File: src/rtl/tlaik_pkg.sv
// Shared types, widths and constants of the two-link arm inverse kinematics block.
`default_nettype none
package tlaik_pkg;

    localparam int POS_W      = 24;   // positions, mm Q.8
    localparam int LEN_W      = 23;   // link lengths, mm Q.8
    localparam int OP_W       = 25;   // multiplier operand
    localparam int PROD_W     = 50;   // multiplier product
    localparam int DEN_W      = 48;   // 2 * L1 * L2 and the divider remainder
    localparam int C_W        = 18;   // cos(q2), signed Q.16
    localparam int S_W        = 17;   // sin(q2), Q.16
    localparam int SQ_W       = 34;   // square root working width
    localparam int CW         = 48;   // CORDIC vector width
    localparam int ZW         = 21;   // CORDIC angle accumulator
    localparam int ANG_W      = 19;   // angle in [-pi, pi], Q.16
    localparam int Q1_W       = 20;
    localparam int Q2_W       = 18;
    localparam int D1_W       = 27;
    localparam int D2_W       = 25;
    localparam int STEP_W     = 5;
    localparam int ITER_CNT_W = 5;
    localparam int DATA_W     = 96;
    localparam int CFG_IDX_W  = 2;

    localparam logic signed [ZW-1:0] PI_Z      = ZW'(205887);
    localparam logic signed [ZW-1:0] HALF_PI_Z = ZW'(102944);
    localparam logic [21:0]          DEG_PER_RAD = 22'd3754937;
    localparam logic [D1_W-1:0]      DEG_LIM_ONE = D1_W'(35389440);
    localparam logic [D2_W-1:0]      DEG_LIM_TWO = D2_W'(11796480);
    localparam logic [C_W-1:0]       COS_ONE     = C_W'(65536);

    typedef enum logic [CFG_IDX_W-1:0] {
        REG_LINK_ONE = 2'd0,
        REG_LINK_TWO = 2'd1,
        REG_BASE_X   = 2'd2,
        REG_BASE_Y   = 2'd3
    } cfg_reg_e;

    typedef struct packed {
        logic signed [Q1_W-1:0] q1;
        logic [Q2_W-1:0]        q2;
        logic                   err;
    } lane_res_t;

    typedef struct packed {
        logic idle;
        logic done;
    } lane_stat_t;

    // atan(2^-i) in rad Q.16
    function automatic logic [15:0] atan_entry(input logic [ITER_CNT_W-1:0] idx);
        logic [15:0] v;
        case (idx)
            5'd0:    v = 16'd51472;
            5'd1:    v = 16'd30386;
            5'd2:    v = 16'd16055;
            5'd3:    v = 16'd8150;
            5'd4:    v = 16'd4091;
            5'd5:    v = 16'd2047;
            5'd6:    v = 16'd1024;
            5'd7:    v = 16'd512;
            5'd8:    v = 16'd256;
            5'd9:    v = 16'd128;
            5'd10:   v = 16'd64;
            5'd11:   v = 16'd32;
            5'd12:   v = 16'd16;
            5'd13:   v = 16'd8;
            5'd14:   v = 16'd4;
            5'd15:   v = 16'd2;
            5'd16:   v = 16'd1;
            default: v = 16'd0;
        endcase
        return v;
    endfunction

endpackage
`default_nettype wire

File: src/rtl/tlaik_merge.sv
// Merging stage: joint differences of the two lanes turned into degrees, three stages.
`default_nettype none
module tlaik_merge
    import tlaik_pkg::*;
(
    input  wire logic                    aclk,
    input  wire logic                    aresetn,
    input  wire logic                    start,
    input  wire logic signed [Q1_W-1:0]  q1t,
    input  wire logic signed [Q1_W-1:0]  q1c,
    input  wire logic [Q2_W-1:0]         q2t,
    input  wire logic [Q2_W-1:0]         q2c,
    output logic                         busy,
    output logic                         out_valid,
    output logic signed [D1_W-1:0]       d1,
    output logic signed [D2_W-1:0]       d2
);

    localparam int M1_W = Q1_W;
    localparam int M2_W = Q2_W;
    localparam int P1_W = M1_W + 22;
    localparam int P2_W = M2_W + 22;

    logic                    v1_reg, v2_reg, out_valid_reg;
    logic [M1_W-1:0]         m1_reg;
    logic [M2_W-1:0]         m2_reg;
    logic                    sg1_reg, sg2_reg, sg1b_reg, sg2b_reg;
    logic [P1_W-1:0]         p1_reg;
    logic [P2_W-1:0]         p2_reg;
    logic signed [D1_W-1:0]  d1_reg;
    logic signed [D2_W-1:0]  d2_reg;

    logic signed [Q1_W:0]    diff1;
    logic signed [Q2_W:0]    diff2;
    logic [D1_W-1:0]         r1, r2;
    logic [D1_W-1:0]         c1;
    logic [D2_W-1:0]         c2;

    always_comb begin
        diff1 = (Q1_W+1)'(q1t) - (Q1_W+1)'(q1c);
        diff2 = $signed({1'b0, q2t}) - $signed({1'b0, q2c});
        // Round half away from zero on the magnitude, then limit it.
        r1 = D1_W'((p1_reg + P1_W'(32768)) >> 16);
        r2 = D1_W'((p2_reg + P2_W'(32768)) >> 16);
        c1 = (r1 > DEG_LIM_ONE) ? DEG_LIM_ONE : r1;
        c2 = (r2 > D1_W'(DEG_LIM_TWO)) ? DEG_LIM_TWO : D2_W'(r2);
    end

    always_ff @(posedge aclk) begin
        if (!aresetn) begin
            v1_reg        <= 1'b0;
            v2_reg        <= 1'b0;
            out_valid_reg <= 1'b0;
        end else begin
            v1_reg        <= start;
            v2_reg        <= v1_reg;
            out_valid_reg <= v2_reg;
        end
        if (start) begin
            sg1_reg <= diff1 < 0;
            sg2_reg <= diff2 < 0;
            m1_reg  <= (diff1 < 0) ? M1_W'(-diff1) : M1_W'(diff1);
            m2_reg  <= (diff2 < 0) ? M2_W'(-diff2) : M2_W'(diff2);
        end
        if (v1_reg) begin
            p1_reg   <= P1_W'(m1_reg) * P1_W'(DEG_PER_RAD);
            p2_reg   <= P2_W'(m2_reg) * P2_W'(DEG_PER_RAD);
            sg1b_reg <= sg1_reg;
            sg2b_reg <= sg2_reg;
        end
        if (v2_reg) begin
            d1_reg <= sg1b_reg ? -c1 : c1;
            d2_reg <= sg2b_reg ? -c2 : c2;
        end
    end

    assign busy      = v1_reg | v2_reg | out_valid_reg;
    assign out_valid = out_valid_reg;
    assign d1        = d1_reg;
    assign d2        = d2_reg;

endmodule
`default_nettype wire

File: config.mk
export PLATFORM = sky130hd
export DESIGN_NAME = tlaik_merge
export DESIGN_NICKNAME = d
export VERILOG_FILES = /design/src/rtl/tlaik_pkg.sv /design/src/rtl/tlaik_merge.sv
export SDC_FILE = /design/constraint.sdc
export NUM_CORES = 1
export LEC_CHECK = 0
export ABC_AREA = 1
export BUFFER_PORTS_ARGS = -buffer_cell sky130_fd_sc_hd__buf_2
export CORE_MARGIN = 3
export CORE_UTILIZATION = 45
export CTS_CLUSTER_SIZE = 16
export DETAILED_ROUTE_END_ITERATION = 16
export PLACE_DENSITY = 0.64
export REMOVE_ABC_BUFFERS = 1
export SLEW_MARGIN = 5
export SYNTH_ARGS = -nofsm -noshare
export SYNTH_HDL_FRONTEND = slang
export SYNTH_SLANG_ARGS = --single-unit
File: constraint.sdc
create_clock -name aclk -period 8.7 [get_ports aclk]
set_clock_uncertainty 0.05 [all_clocks]
set_input_delay 0.435 -clock aclk [delete_from_list [all_inputs] [get_ports aclk]]
set_output_delay 0.435 -clock aclk [all_outputs]
set_load 0.05 [all_outputs]
==> impl_metrics.yaml <==
outcome:
  status: "finished, final reports clean"
setup_path:
  critPathBufInv: 4
  cpMaxStageDelayCell: "fa_1"
  path_cells: "fa_1 -> inv_1 -> fa_1 -> inv_1 -> ha_1 -> fa_1 -> fa_1 -> fa_1 -> fa_1 -> ha_1 -> nand2_1 -> inv_1 -> nand3_1 -> inv_1 -> a21oi_1 -> o21ai_0 -> a21oi_1 -> o21ai_0 -> nand4_1 -> nand3_1 -> nand2_1"
  slowest_delay_ns: 0.66
  cp_max_fo: 10
  crit_path_start_kind: "flip-flop"
  crit_family: "adder cells"
  cp.arrival_ns: 6.82
  cp.depth: 21
  reg2regPathDepth: 21
  cp.required_ns: 8.89
  crit_path_end_kind: "flip-flop"
  path_common_cell: "fa_1"
  worstSetupPathType: "reg -> reg"
clock_network:
  postCtsHoldBufs: 0
  clk_transition_reported_paths_ns: 0.07
  cts_max_level: 4
  cts_buffers: 17
  cts_tree: "done"
  cts-root-buf: "clkbuf_16"
  post_cts_buffers: 0
  clkLatencyLatePin_ns: 0.48
  clock-sinks: 149
  clock_path_buffers: 2
  ctsResizeCount: 0
routing:
  first_pass_iters: 8
  drc: 0
  drtAntennaViolNets: 0
  routedWlPerCell_um: 15.01
  vias: 19272
  dr.max_layer_used: "met4"
  drt_iter0_drc: 965
  wl_met2_um: 27030
  wl_um: 59720
  wl_met1_um: 28980
  dr_wl_met3_um: 2717
  post_drt_via_cell_ratio: 4.843
sta:
  rsz0062_at_grt: "no"
  min_period_ns: 6.630
  fmaxAchievable_mhz: 150.8
  finalSetupViolCount: 0
  hold_viol: 0
  fin_crit_sh: 0.7620
  tightestPinTransition_ns: 1.070
  relSlewSlack: 0.2868
  setup_tns_ns: 0
  slew_violations: 0
run:
  cap_violations: 0
global_routing:
  grt.total_usage: 0.2073
  overflow: 0
  grt_pass1_vias: 19493
  grt_pass1_wl_um: 99340
  grt_start_max_net_pins: 56
  antenna_found_initial: 1
layout:
  layout_commonest_cell: "inv_1"
  finalNetCount: 4010
  layout_common_cells: "inv_1, nand2_1, ha_1, fa_1, nor2_1"
  drive_gt1_frac: 0.06361
  n_antenna_cell: 0
  area_growth_syn_to_layout_pct: 8.269
logic_synthesis:
  ys_ff_latch: 149
  synth_area_mm2: 0.02593
  syn_inst: 3071
  synth.top_cell.area_share: 0.2470
  ys_warn_count: 0
  ys_types: 50
  yosys.area.top_type: "fa_1"
  synth.avg_cell_area_um2: 8.445
  seq_area_frac_synth: 0.1714
  synth_area_leaders: "fa_1, ha_1, edfxtp_1"
die:
  start_util: 0.4573
  io_pins: 133
  die_width_um: 246.1
  die_h_um: 246.1
  core_mm2: 0.05671
  rows: 87
  dieArea_mm2: 0.06055
worst_hold_path:
  min_path_cells: 3
  worst_hold_path_type: "in -> reg"
placed_design:
  gp_congestion: 0.9479
  dp.final_hpwl_um: 52700
  port_buffers: 132
==> layer usage <==
metal	vias up	GRT usage
met1	8938	0.2892
met2	340	0.3381
li1	9943	-
met5	-	0
met4	0	0.04915
met3	51	0.03341
==> area by class of cell <==
cell class / instances / area (um2)
flip-flops and latches: 149 / 4447
fillers: 5490 / 28630
clock inverters: 12 / 177.7
well taps: 756 / 945.9
repair buffers: 134 / 675.6
multi-input cells: 2192 / 18710
inverters: 717 / 2691
clock buffers: 19 / 432.9
==> synthesized netlist by cell type (all sizes together) <==
library cell,n
nand3,105
buf,9
a31oi,15
o31ai,7
a21oi,129
dfxtp,3
or2,3
nor3,25
edfxtp,146
nor4,5
o21a,6
o21ai,92
nand2,592
xnor2,42
xor2,110
o221a,1
a21o,10
o21bai,10
and3,1
ha,400
o221ai,2
a211oi,2
or3,1
nor2,241
o41ai,4
inv,717
nand3b,20
nand4,33
clkbuf,4
a221oi,3
fa,320
a2111oi,1
and2,1
o2111ai,1
o211ai,6
a21boi,4
==> per-stage QoR <==
| stage | cells | instance area (um2) | hold WS [ns] | utilization | setup WS (ns) |
|---|---|---|---|---|---|
| 3_5_place_dp | 3948 | 27470 | 0.5201 | 0.4843 | 2.104 |
| 2_1_floorplan | 3058 | 25840 | 0.3503 | - | 2.699 |
| 5_1_grt | 3979 | 28080 | 0.1576 | 0.4951 | 1.606 |
| 4_1_cts | 3979 | 28080 | 0.1123 | 0.4951 | 2.102 |
| 3_3_place_gp | 3948 | 27470 | 0.5257 | 0.4843 | 2.152 |
| 6_report | 3979 | 28080 | 0.1481 | 0.4951 | 2.070 |
==> worst register-to-register path, stage by stage, from the launching register on <==
cell and delay, ns:
edfxtp_1 0.60, fa_1 0.67, inv_1 0.08, fa_1 0.53, inv_1 0.04, ha_1 0.21
fa_1 0.57, fa_1 0.44, fa_1 0.58, fa_1 0.43, ha_1 0.33, nand2_1 0.09
inv_1 0.09, nand3_1 0.07, inv_1 0.06, a21oi_1 0.14, o21ai_0 0.38, a21oi_1 0.18
o21ai_0 0.51, nand4_1 0.20, nand3_1 0.12, nand2_1 0.05
==> path summary, 6_finish.rpt <==
| path | startpoint | end | slack, ns |
|---|---|---|---|
| worst min-delay path | aresetn | out_valid | 0.15 |
| worst min register to register | sg2_reg | sg2b_reg | 0.53 |
| worst max-delay path | m1_reg[9] | p1_reg[38] | 2.07 |
| worst max register to register | m1_reg[9] | p1_reg[38] | 2.07 |
==> logic make-up (layout without fill, tap and decap cells) <==
family / Yosys count / count (layout) / share of synthesized area
buffers and inverters: 730 / 882 / 0.1072
adder cells (fa/ha/maj): 720 / 720 / 0.4400
flip-flops: 149 / 149 / 0.1714
AO/OA/AOI/OAI: 293 / 293 / 0.06465
AND/OR/NAND/NOR: 1027 / 1027 / 0.1654
XOR/XNOR: 152 / 152 / 0.05133
Power is not shown: default switching activity piles up to over one toggle a cycle in this logic, so the estimate is an artifact.
